## src/design/assert_macros.svh

```systemverilog
// assertion macros shared by the tessellator top level
// no dependencies
`ifndef ASSERT_MACROS_SVH
`define ASSERT_MACROS_SVH

// property that must hold at every clock edge outside reset
`define ASSERT_ALWAYS(label, clk, rstn, prop, msg) \
  label: assert property (@(posedge clk) disable iff (!rstn) (prop)) else $error(msg);

// implication checked at every clock edge outside reset
`define ASSERT_IMPLIES(label, clk, rstn, ante, cons, msg) \
  label: assert property (@(posedge clk) disable iff (!rstn) (ante) |-> (cons)) else $error(msg);

`endif

```

## src/design/et_pkg.sv

```systemverilog
// types, constants and the cordic arctangent table of the ellipse tessellator
// no dependencies
package et_pkg;

  localparam int unsigned MaxSegments = 63;
  localparam int unsigned PhaseBits   = 12;
  localparam int unsigned CoordWidth  = 24;
  localparam int unsigned TrigWidth   = 18;   // signed, 16 fractional bits
  localparam int unsigned TableDepth  = 1 << PhaseBits;

  typedef enum logic [1:0] {
    KIND_CENTER = 2'd0,
    KIND_FAN    = 2'd1,
    KIND_RING   = 2'd2,
    KIND_EMPTY  = 2'd3
  } kind_e;

  typedef enum logic [2:0] {
    ST_IDLE,
    ST_DIV,
    ST_TRIG,
    ST_MUL,
    ST_OUT
  } state_e;

  typedef struct packed {
    logic                         mode;
    logic signed [CoordWidth-1:0] center_x;
    logic signed [CoordWidth-1:0] center_y;
    logic [CoordWidth-2:0]        radius_x;
    logic [CoordWidth-2:0]        radius_y;
    logic [CoordWidth-2:0]        stroke_weight;
    logic [5:0]                   segment_count;
  } cmd_t;

  typedef struct packed {
    logic [1:0]                   kind;
    logic signed [CoordWidth-1:0] first_x;
    logic signed [CoordWidth-1:0] first_y;
    logic signed [CoordWidth-1:0] second_x;
    logic signed [CoordWidth-1:0] second_y;
    logic [6:0]                   index_current;
    logic [6:0]                   index_next;
    logic                         last_result;
  } res_t;

  // controller to datapath commands
  typedef struct packed {
    logic load;       // capture command, reset segment counter
    logic div_start;  // begin phase divide for current segment
    logic trig_start; // begin cordic
    logic mul_step;   // advance multiply sequence
    logic emit_head;  // emit center or empty result
    logic emit_seg;   // emit segment result
    logic next_seg;   // advance segment index
  } ctrl_t;

  // datapath to controller status
  typedef struct packed {
    logic div_done;
    logic trig_done;
    logic mul_done;
    logic zero_seg;
    logic ring;
    logic last_seg;
  } stat_t;

  localparam logic [31:0] AtanTurn [16] = '{
    32'h20000000, 32'h12E4051D, 32'h09FB385B, 32'h051111D4,
    32'h028B0D43, 32'h0145D7E1, 32'h00A2F61E, 32'h00517C55,
    32'h0028BE53, 32'h00145F2E, 32'h000A2F98, 32'h000517CC,
    32'h00028BE6, 32'h000145F3, 32'h0000A2F9, 32'h0000517C
  };

  localparam logic signed [35:0] CordicGain = 36'sd652032874;

  // floor shift of a signed value (arithmetic shift is floor)
  function automatic logic signed [35:0] asr36(logic signed [35:0] v, logic [3:0] k);
    asr36 = v >>> k;
  endfunction

endpackage

```

## src/design/et_ctrl.sv

```systemverilog
// controller state machine of the ellipse tessellator
// depends on et_pkg
module et_ctrl (
  input  logic           clk_i,
  input  logic           rst_ni,
  input  logic           in_fire_i,
  input  logic           out_free_i,
  input  et_pkg::stat_t  stat_i,
  output et_pkg::ctrl_t  ctrl_o,
  output logic           idle_o
);

  et_pkg::state_e state_q, state_d;

  // the out state with the head flag emits the center or empty result
  logic head_q, head_d;

  // a ring with segments has no head result, go straight to the first divide
  logic skip_head;
  assign skip_head = head_q && stat_i.ring && !stat_i.zero_seg;

  always_comb begin
    state_d = state_q;
    unique case (state_q)
      et_pkg::ST_IDLE: if (in_fire_i) state_d = et_pkg::ST_OUT;
      et_pkg::ST_DIV:  if (stat_i.div_done) state_d = et_pkg::ST_TRIG;
      et_pkg::ST_TRIG: if (stat_i.trig_done) state_d = et_pkg::ST_MUL;
      et_pkg::ST_MUL:  if (stat_i.mul_done) state_d = et_pkg::ST_OUT;
      et_pkg::ST_OUT: begin
        if (skip_head) begin
          state_d = et_pkg::ST_DIV;
        end else if (out_free_i) begin
          if (stat_i.last_seg) state_d = et_pkg::ST_IDLE;
          else state_d = et_pkg::ST_DIV;
        end
      end
      default: state_d = et_pkg::ST_IDLE;
    endcase
  end

  always_comb begin
    head_d = head_q;
    if (state_q == et_pkg::ST_IDLE && in_fire_i) head_d = 1'b1;
    else if (state_q == et_pkg::ST_OUT && (out_free_i || skip_head)) head_d = 1'b0;
  end

  always_comb begin
    ctrl_o = '0;
    idle_o = 1'b0;
    unique case (state_q)
      et_pkg::ST_IDLE: begin
        idle_o      = 1'b1;
        ctrl_o.load = in_fire_i;
      end
      et_pkg::ST_DIV: ctrl_o.div_start = 1'b0;
      et_pkg::ST_TRIG: ctrl_o.trig_start = 1'b0;
      et_pkg::ST_MUL: ctrl_o.mul_step = 1'b1;
      et_pkg::ST_OUT: begin
        if (out_free_i && !skip_head) begin
          ctrl_o.emit_head = head_q;
          ctrl_o.emit_seg  = !head_q;
          ctrl_o.next_seg  = !head_q;
        end
      end
      default: ctrl_o = '0;
    endcase
    if (state_q == et_pkg::ST_OUT &&
        (skip_head || (out_free_i && !stat_i.last_seg))) ctrl_o.div_start = 1'b1;
    if (state_q == et_pkg::ST_DIV && stat_i.div_done) ctrl_o.trig_start = 1'b1;
  end

  always_ff @(posedge clk_i or negedge rst_ni) begin
    if (!rst_ni) begin
      state_q <= et_pkg::ST_IDLE;
      head_q  <= 1'b0;
    end else begin
      state_q <= state_d;
      head_q  <= head_d;
    end
  end

endmodule

```

## src/design/et_datapath.sv

```systemverilog
// datapath: phase divider, cordic, radius multiplier and result assembly
// depends on et_pkg
module et_datapath (
  input  logic          clk_i,
  input  logic          rst_ni,
  input  et_pkg::cmd_t  cmd_i,
  input  et_pkg::ctrl_t ctrl_i,
  output et_pkg::stat_t stat_o,
  output et_pkg::res_t  res_o
);

  localparam int unsigned CW = et_pkg::CoordWidth;
  localparam int unsigned PB = et_pkg::PhaseBits;

  et_pkg::cmd_t cmd_q;
  logic [5:0]   n_q;
  logic [5:0]   seg_q;       // segment being produced
  logic         head_q;      // head result not yet sent

  // restoring divider: (seg << PB) / n, one quotient bit a cycle
  logic [PB+5:0] dividend_q;
  logic [6:0]    rem_q;
  logic [PB-1:0] quo_q;
  logic [4:0]    div_cnt_q;
  logic          div_busy_q;
  logic          div_done_q;  // quotient complete

  // cordic
  logic signed [35:0] cx_q, cy_q, cz_q;
  logic [1:0]         quad_q;
  logic [4:0]         cor_cnt_q;
  logic               cor_busy_q;
  logic signed [et_pkg::TrigWidth-1:0] cos_q, sin_q;

  // multiply sequence: four products, one a cycle
  logic [2:0]         mul_cnt_q;
  logic signed [CW+1:0] pos_q [4];

  logic signed [CW+1:0] r2x, r2y, sw_s, rad_sel;
  logic signed [et_pkg::TrigWidth-1:0] trig_sel;
  logic signed [CW-1:0] ctr_sel;
  logic signed [CW+et_pkg::TrigWidth+1:0] prod;
  logic signed [CW+2:0] sum;
  logic signed [CW+1:0] sat_v;

  assign r2x  = $signed({2'b00, cmd_q.radius_x, 1'b0});
  assign r2y  = $signed({2'b00, cmd_q.radius_y, 1'b0});
  assign sw_s = $signed({3'b000, cmd_q.stroke_weight});

  always_comb begin
    case (mul_cnt_q[1:0])
      2'd0: begin
        rad_sel = cmd_q.mode ? r2x - sw_s : r2x; trig_sel = cos_q; ctr_sel = cmd_q.center_x;
      end
      2'd1: begin
        rad_sel = cmd_q.mode ? r2y - sw_s : r2y; trig_sel = sin_q; ctr_sel = cmd_q.center_y;
      end
      2'd2: begin rad_sel = r2x + sw_s; trig_sel = cos_q; ctr_sel = cmd_q.center_x; end
      default: begin rad_sel = r2y + sw_s; trig_sel = sin_q; ctr_sel = cmd_q.center_y; end
    endcase
    prod = rad_sel * trig_sel;
    sum  = $signed({{3{ctr_sel[CW-1]}}, ctr_sel})
         + (CW+3)'((prod + (CW+et_pkg::TrigWidth+2)'(65536)) >>> 17);
    if (sum > (CW+3)'($signed({1'b0, {(CW-1){1'b1}}})))
      sat_v = (CW+2)'($signed({1'b0, {(CW-1){1'b1}}}));
    else if (sum < -(CW+3)'($signed({1'b0, {(CW-1){1'b1}}})) - (CW+3)'(1))
      sat_v = -(CW+2)'($signed({1'b0, {(CW-1){1'b1}}})) - (CW+2)'(1);
    else
      sat_v = (CW+2)'(sum);
  end

  // trial subtract of the divider
  logic [7:0] rem_sh;
  logic [7:0] rem_try;
  assign rem_sh  = {rem_q, dividend_q[PB+5]};
  assign rem_try = rem_sh - {2'b00, n_q};

  logic signed [35:0] dxs, dys;
  assign dxs = et_pkg::asr36(cy_q, cor_cnt_q[3:0]);
  assign dys = et_pkg::asr36(cx_q, cor_cnt_q[3:0]);

  // next rotation step, rounded on the last one
  logic signed [35:0] nx, ny;
  assign nx = (cz_q >= 0) ? cx_q - dxs : cx_q + dxs;
  assign ny = (cz_q >= 0) ? cy_q + dys : cy_q - dys;

  logic signed [35:0] xr, yr;
  assign xr = (nx + 36'sd8192) >>> 14;
  assign yr = (ny + 36'sd8192) >>> 14;

  always_ff @(posedge clk_i) begin
    if (ctrl_i.load) begin
      cmd_q <= cmd_i;
      n_q   <= cmd_i.segment_count;
    end
    if (ctrl_i.div_start) begin
      dividend_q <= {(head_q ? 6'd0 : seg_q + 6'd1), {PB{1'b0}}};
      rem_q      <= '0;
    end else if (div_busy_q) begin
      dividend_q <= dividend_q << 1;
      if (!rem_try[7]) begin
        rem_q <= rem_try[6:0];
        quo_q <= {quo_q[PB-2:0], 1'b1};
      end else begin
        rem_q <= rem_sh[6:0];
        quo_q <= {quo_q[PB-2:0], 1'b0};
      end
    end
    if (ctrl_i.trig_start) begin
      cx_q   <= et_pkg::CordicGain;
      cy_q   <= '0;
      cz_q   <= $signed({6'd0, quo_q[PB-3:0], {(32-PB){1'b0}}});
      quad_q <= quo_q[PB-1:PB-2];
    end else if (cor_busy_q) begin
      cx_q <= nx;
      cy_q <= ny;
      if (cz_q >= 0) begin
        cz_q <= cz_q - $signed({4'd0, et_pkg::AtanTurn[cor_cnt_q[3:0]]});
      end else begin
        cz_q <= cz_q + $signed({4'd0, et_pkg::AtanTurn[cor_cnt_q[3:0]]});
      end
      if (cor_cnt_q == 5'd15) begin
        case (quad_q)
          2'd0: begin cos_q <= xr[17:0];  sin_q <= yr[17:0]; end
          2'd1: begin cos_q <= -yr[17:0]; sin_q <= xr[17:0]; end
          2'd2: begin cos_q <= -xr[17:0]; sin_q <= -yr[17:0]; end
          default: begin cos_q <= yr[17:0]; sin_q <= -xr[17:0]; end
        endcase
      end
    end
    if (ctrl_i.mul_step) pos_q[mul_cnt_q[1:0]] <= sat_v;
  end

  always_ff @(posedge clk_i or negedge rst_ni) begin
    if (!rst_ni) begin
      seg_q      <= '0;
      head_q     <= 1'b0;
      div_busy_q <= 1'b0;
      div_done_q <= 1'b0;
      div_cnt_q  <= '0;
      cor_busy_q <= 1'b0;
      cor_cnt_q  <= '0;
      mul_cnt_q  <= '0;
    end else begin
      if (ctrl_i.load) begin
        seg_q  <= '0;
        head_q <= 1'b1;
      end else begin
        if (ctrl_i.div_start) head_q <= 1'b0;
        if (ctrl_i.next_seg)  seg_q  <= seg_q + 6'd1;
      end
      div_done_q <= div_busy_q && (div_cnt_q == 5'(PB + 5));
      if (ctrl_i.div_start) begin
        div_busy_q <= 1'b1;
        div_cnt_q  <= '0;
      end else if (div_busy_q) begin
        div_cnt_q <= div_cnt_q + 5'd1;
        if (div_cnt_q == 5'(PB + 5)) div_busy_q <= 1'b0;
      end
      if (ctrl_i.trig_start) begin
        cor_busy_q <= 1'b1;
        cor_cnt_q  <= '0;
      end else if (cor_busy_q) begin
        cor_cnt_q <= cor_cnt_q + 5'd1;
        if (cor_cnt_q == 5'd15) cor_busy_q <= 1'b0;
      end
      if (ctrl_i.mul_step) mul_cnt_q <= (mul_cnt_q == 3'd3) ? 3'd0 : mul_cnt_q + 3'd1;
    end
  end

  // index of the segment in flight: twice seg_q for a ring, seg_q plus one for a fan
  logic [6:0] ic, inx, n7, i7;
  assign n7 = {1'b0, n_q};
  assign i7 = {1'b0, seg_q};
  always_comb begin
    if (cmd_q.mode) begin
      ic  = {seg_q, 1'b0};
      inx = (i7 + 7'd1 == n7) ? 7'd0 : {seg_q, 1'b0} + 7'd2;
    end else begin
      ic  = i7 + 7'd1;
      inx = (i7 + 7'd1 == n7) ? 7'd1 : i7 + 7'd2;
    end
  end

  always_comb begin
    res_o = '0;
    if (head_q) begin
      if (cmd_q.mode) begin
        res_o.kind = et_pkg::KIND_EMPTY;
      end else begin
        res_o.kind    = et_pkg::KIND_CENTER;
        res_o.first_x = cmd_q.center_x;
        res_o.first_y = cmd_q.center_y;
      end
      res_o.last_result = (n_q == 6'd0);
    end else begin
      res_o.kind          = cmd_q.mode ? et_pkg::KIND_RING : et_pkg::KIND_FAN;
      res_o.first_x       = CW'(pos_q[0]);
      res_o.first_y       = CW'(pos_q[1]);
      res_o.second_x      = cmd_q.mode ? CW'(pos_q[2]) : '0;
      res_o.second_y      = cmd_q.mode ? CW'(pos_q[3]) : '0;
      res_o.index_current = ic;
      res_o.index_next    = inx;
      res_o.last_result   = (i7 + 7'd1 == n7);
    end
  end

  assign stat_o.div_done  = div_done_q;
  assign stat_o.trig_done = cor_busy_q && cor_cnt_q == 5'd15;
  assign stat_o.mul_done  = mul_cnt_q == 3'd3;
  assign stat_o.zero_seg  = (n_q == 6'd0);
  assign stat_o.ring      = cmd_q.mode;
  assign stat_o.last_seg  = res_o.last_result;

endmodule

```

## src/design/ellipse_tessellator_core.sv

```systemverilog
// ellipse tessellator: one command in, a centre or empty result where needed, then one per segment
// sequence: the centre or empty result comes first, then each segment runs the phase divide,
// the cordic, the multiply sequence and the output; a ring with segments has no head result
// commands: one at a time; output stalls hold the controller in its output state
// reset: asynchronous, active low, clears controller and handshake state
`include "assert_macros.svh"
module ellipse_tessellator_core (
  input  logic         clk_i,
  input  logic         rst_ni,
  input  logic         in_valid_i,
  output logic         in_ready_o,
  input  et_pkg::cmd_t in_data_i,
  output logic         out_valid_o,
  input  logic         out_ready_i,
  output et_pkg::res_t out_data_o
);

  et_pkg::ctrl_t ctrl;
  et_pkg::stat_t stat;
  et_pkg::res_t  res;
  logic          idle, in_fire, out_free;

  // output register; free when empty or being drained this cycle
  logic          out_valid_q;
  et_pkg::res_t  out_data_q;

  assign in_ready_o = idle && !out_valid_q;
  assign in_fire    = in_valid_i && in_ready_o;
  assign out_free   = !out_valid_q || out_ready_i;

  et_ctrl u_ctrl (
    .clk_i,
    .rst_ni,
    .in_fire_i  (in_fire),
    .out_free_i (out_free),
    .stat_i     (stat),
    .ctrl_o     (ctrl),
    .idle_o     (idle)
  );

  et_datapath u_dp (
    .clk_i,
    .rst_ni,
    .cmd_i  (in_data_i),
    .ctrl_i (ctrl),
    .stat_o (stat),
    .res_o  (res)
  );

  always_ff @(posedge clk_i or negedge rst_ni) begin
    if (!rst_ni) begin
      out_valid_q <= 1'b0;
    end else if (ctrl.emit_head || ctrl.emit_seg) begin
      out_valid_q <= 1'b1;
    end else if (out_ready_i) begin
      out_valid_q <= 1'b0;
    end
  end

  always_ff @(posedge clk_i) begin
    if (ctrl.emit_head || ctrl.emit_seg) out_data_q <= res;
  end

  assign out_valid_o = out_valid_q;
  assign out_data_o  = out_data_q;

  `ASSERT_IMPLIES(a_no_accept_busy, clk_i, rst_ni, !idle, !in_ready_o, "accept while busy")
  `ASSERT_ALWAYS(a_one_emit, clk_i, rst_ni, !(ctrl.emit_head && ctrl.emit_seg), "double emit")
  `ASSERT_IMPLIES(a_emit_free, clk_i, rst_ni, ctrl.emit_head || ctrl.emit_seg, out_free, "overwrite")

endmodule
```

## config.mk

```make
export PLATFORM = sky130hd
export DESIGN_NAME = ellipse_tessellator_core
export DESIGN_NICKNAME = d
export VERILOG_FILES = /design/src/design/et_pkg.sv /design/src/design/et_ctrl.sv /design/src/design/et_datapath.sv /design/src/design/ellipse_tessellator_core.sv
export VERILOG_INCLUDE_DIRS = /design/src /design/src/design
export SDC_FILE = /design/constraint.sdc
export NUM_CORES = 2
export LEC_CHECK = 0
export CORE_MARGIN = 5
export CORE_UTILIZATION = 60
export CTS_CLUSTER_DIAMETER = 80
export DETAILED_ROUTE_END_ITERATION = 7
export DONT_BUFFER_PORTS = 1
export HOLD_SLACK_MARGIN = 0.15
export PLACE_DENSITY_LB_ADDON = 0.08
export SETUP_SLACK_MARGIN = 0.05
export SYNTH_ARGS = -nofsm -noshare
export SYNTH_HDL_FRONTEND = slang
export SYNTH_SLANG_ARGS = --single-unit
```

## constraint.sdc

```tcl
create_clock -name clk_i -period 23.2 [get_ports clk_i]
set_input_delay 1.16 -clock clk_i [delete_from_list [all_inputs] [get_ports clk_i]]
set_output_delay 1.16 -clock clk_i [all_outputs]
set_load 0.1 [all_outputs]
```

==> results by group <==
Clock tree
  – Clock-pin slew on the worst setup and hold paths: 70 ps
  – Worst skew pair latency: 680 ps
  – Root buffer cell: clkbuf_16
  – H-Tree Depth: 2
  – Clock Path Buffers: 3
  – Post-cts resize count: 0
  – Clock Sinks: 532
  – CTS tree: done
  – CTS Buf Count: 58

Global route
  – Global-route usage over all layers: 31.8%
  – Initial antenna violation count: 14
  – Global-route wire length before repair: 244,000 um
  – Vias in the first global route: 41,600
  – GRT overflow: 0
  – Largest net degree at the start of global routing: 87

Floorplanning
  – Initial Utilization: 60.6%
  – Die width: 312 um
  – IO Pins: 243
  – Die area: 97,300 um^2
  – Row count: 110
  – DIE HEIGHT: 312 um
  – Core Area: 90,300 um^2

Cells and area
  – Share of cells above drive strength 1: 8.18%
  – Fillers: 7,545
  – Syn-to-layout area delta: 6.23%
  – Fin cells: 6,880
  – Final nets: 6,573

Placed design
  – Number of I/O port buffers: 0
  – Worst slack at placement: 9310 ps
  – Placed Cells incl. Taps: 6,766
  – Final GP Congestion: 0.961
  – Dpl hpwl: 121,000 um

Setup path
  – Slowest cell delay on critical path: 720 ps
  – Worst Path Required: 23,580 ps
  – Worst Path Class, Setup: flop to flop
  – Crit. End Element: flop
  – Startpoint Class: flop
  – Crit path DAT: 14,480 ps
  – Most common cell on crit path: inv_1
  – Largest fanout on the critical path: 18
  – Worst path slowest cell: a211o_1

Hold path
  – Hold Path Class: primary input to async pin

Logic synthesis
  – Yosys top cell by area: edfxtp_1
  – EDFF count, synth: 399
  – Synth area leaders: edfxtp_1 (22%), fa_1 (17%), ha_1 (7.5%)
  – Post-synth top area share: 21.9%
  – FFs w/ async S/R, synth: 5.26%
  – Synth Net Count: 6,670
  – Synth Area per Inst: 9.51 um^2
  – Seq/Total Area, Yosys: 27.0%
  – Library cells used by synthesis: 99
  – Post-synth top cells: inv_1 (688), nand2_1 (574), nor2_1 (495), fa_1 (465), edfxtp_1 (399)
  – Ys flop type: edfxtp_1
  – Syn. warnings: 0
  – Most frequent cell after synthesis: inv_1
  – Post-Syn Instances: 5,748
  – Synthesized area: 54,700 um^2
  – Synthesized flop and latch total: 532

Timing
  – Max Slew Vio Count: 0
  – Fin crit share: 60.8%
  – Setup ws final: 9100 ps
  – Slew @ Worst Pin: 1160 ps
  – RSZ-0062 raised after global routing: no
  – Fin Setup TNS: 0 ps
  – Slew headroom: 22.0%
  – Hold slack: 302 ps
  – Final Hold Fails: 0
  – Maximum clock rate: 70.9 MHz
  – Setup-failing EPs final: 0
  – Post-layout min period: 14,100 ps
  – Fin Clk Skew: 35.4 ps

Route
  – Routed wire length per instance: 23.0 um
  – Post-route ant nets: 0
  – DR pass1 iterations: 6
  – Drt initial violations: 3,879
  – Via count: 43,000
  – Final WL: 158,000 um
  – Drt via density: 6.25
  – Residual DRC: 0

Status
  – Status: finished, final reports clean

Flow run
  – Max_cap viols: 0
## critical path, delay by kind of cell, from the launching register on
family                   cells  cell delay (ps)
adder cells (fa/ha/maj)     11             4010
buffers and inverters        8              750
AO/OA/AOI/OAI               20             5790
AND/OR/NAND/NOR             11             2000
multiplexers                 1              370
XOR/XNOR                     3              450
flip-flops                   1              410
## flip-flops by register name (all words and copies together) (netlist names), 5 cells and up
| name | flops |
|---|---|
| u_dp.quo_q | 12 |
| u_dp.cos_q | 18 |
| u_dp.dividend_q | 6 |
| u_dp.cz_q | 36 |
| u_dp.cx_q | 36 |
| out_data_o | 113 |
| u_dp.div_cnt_q | 5 |
| u_dp.sin_q | 18 |
| u_dp.seg_q | 6 |
| u_dp.cmd_q | 117 |
| u_dp.pos_q | 96 |
| u_dp.cy_q | 36 |
| u_dp.n_q | 6 |
| u_dp.cor_cnt_q | 5 |
| u_dp.rem_q | 7 |
## per-layer routing
| metal | vias up | wire length, um | global-route usage [%] |
|---|---|---|---|
| met3 | 389 | 11600 | 5.10 |
| met4 | 8 | 7140 | 12.1 |
| met2 | 1723 | 76100 | 53.4 |
| met5 | - | 57 | 0 |
| met1 | 21200 | 63300 | 42.0 |
| li1 | 19700 | - | - |
## stage by stage
stage | utilization (%) | area [um^2]
floorplan | - | 54700
global placement | 62.0 | 55900
CTS | 64.3 | 58100
finish | 64.3 | 58100
detailed placement | 62.0 | 55900
global route | 64.3 | 58100
## final timing paths
kind	startpoint	end	slack [ps]	depth (start not counted)
setup / recovery	u_dp.mul_cnt_q[0]$_DFFE_PN0P_	u_dp.pos_q[0][15]$_DFFE_PP_	9100	54
hold / removal	rst_ni	u_dp.seg_q[3]$_DFFE_PN0P_	300	1
setup reg to reg	u_dp.mul_cnt_q[0]$_DFFE_PN0P_	u_dp.pos_q[0][15]$_DFFE_PP_	9100	54
hold reg to reg	u_dp.quo_q[11]$_DFFE_PP_	u_dp.quad_q[1]$_DFFE_PP_	430	0
max in group asynchronous	rst_ni	u_dp.cor_cnt_q[0]$_DFFE_PN0P_	22700	1
min in group clk_i	u_dp.quo_q[11]$_DFFE_PP_	u_dp.quad_q[1]$_DFFE_PP_	430	0
## cell usage in the layout, fill, tap and decap left out, drive strengths merged, types with 105 or more instances in the layout
master,instances
nand2,574
xnor2,223
ha,329
mux2i,126
and2,157
fa,465
inv,696
mux2,108
dfxtp,105
nor2,495
o21ai,249
a21oi,260
edfxtp,399
xor2,124
## kinds of logic (layout without fill, tap and decap cells)
family,after synthesis,count (layout),synth area share (%)
DFF,532,532,27.0
xor gates and xnor gates,348,348,5.60
buffers and inverters,937,888,6.50
and+or+nand+nor,1688,1688,14.3
AOI/OAI and AO/OA,1125,1125,13.8
adders and majority gates,794,794,24.6
other,0,5,0
muxes,324,324,8.24
## layout make-up
class | count | area [um^2] | share of cell area (%)
multi-input combinational | 4279 | 36400 | 62.7
sequential | 532 | 14800 | 25.5
inverter | 693 | 2600 | 4.48
clock buffer | 66 | 1520 | 2.62
tap | 1176 | 1470 | 2.53
timing repair buffer | 87 | 683 | 1.18
clock inverter | 42 | 579 | 0.997
antenna | 5 | 12.5 | 0.0215
## what timing repair did
| item | 4_1_cts | 5_1_grt |
|---|---|---|
| setup buffers | 0 | 0 |
| endpoints found under the hold margin | 28 | 0 |
| hold buffers | 1 | 0 |
| endpoints found under the setup margin | 0 | 0 |
Power is not shown: default switching activity piles up to over one toggle a cycle in this logic, so the estimate is an artifact.
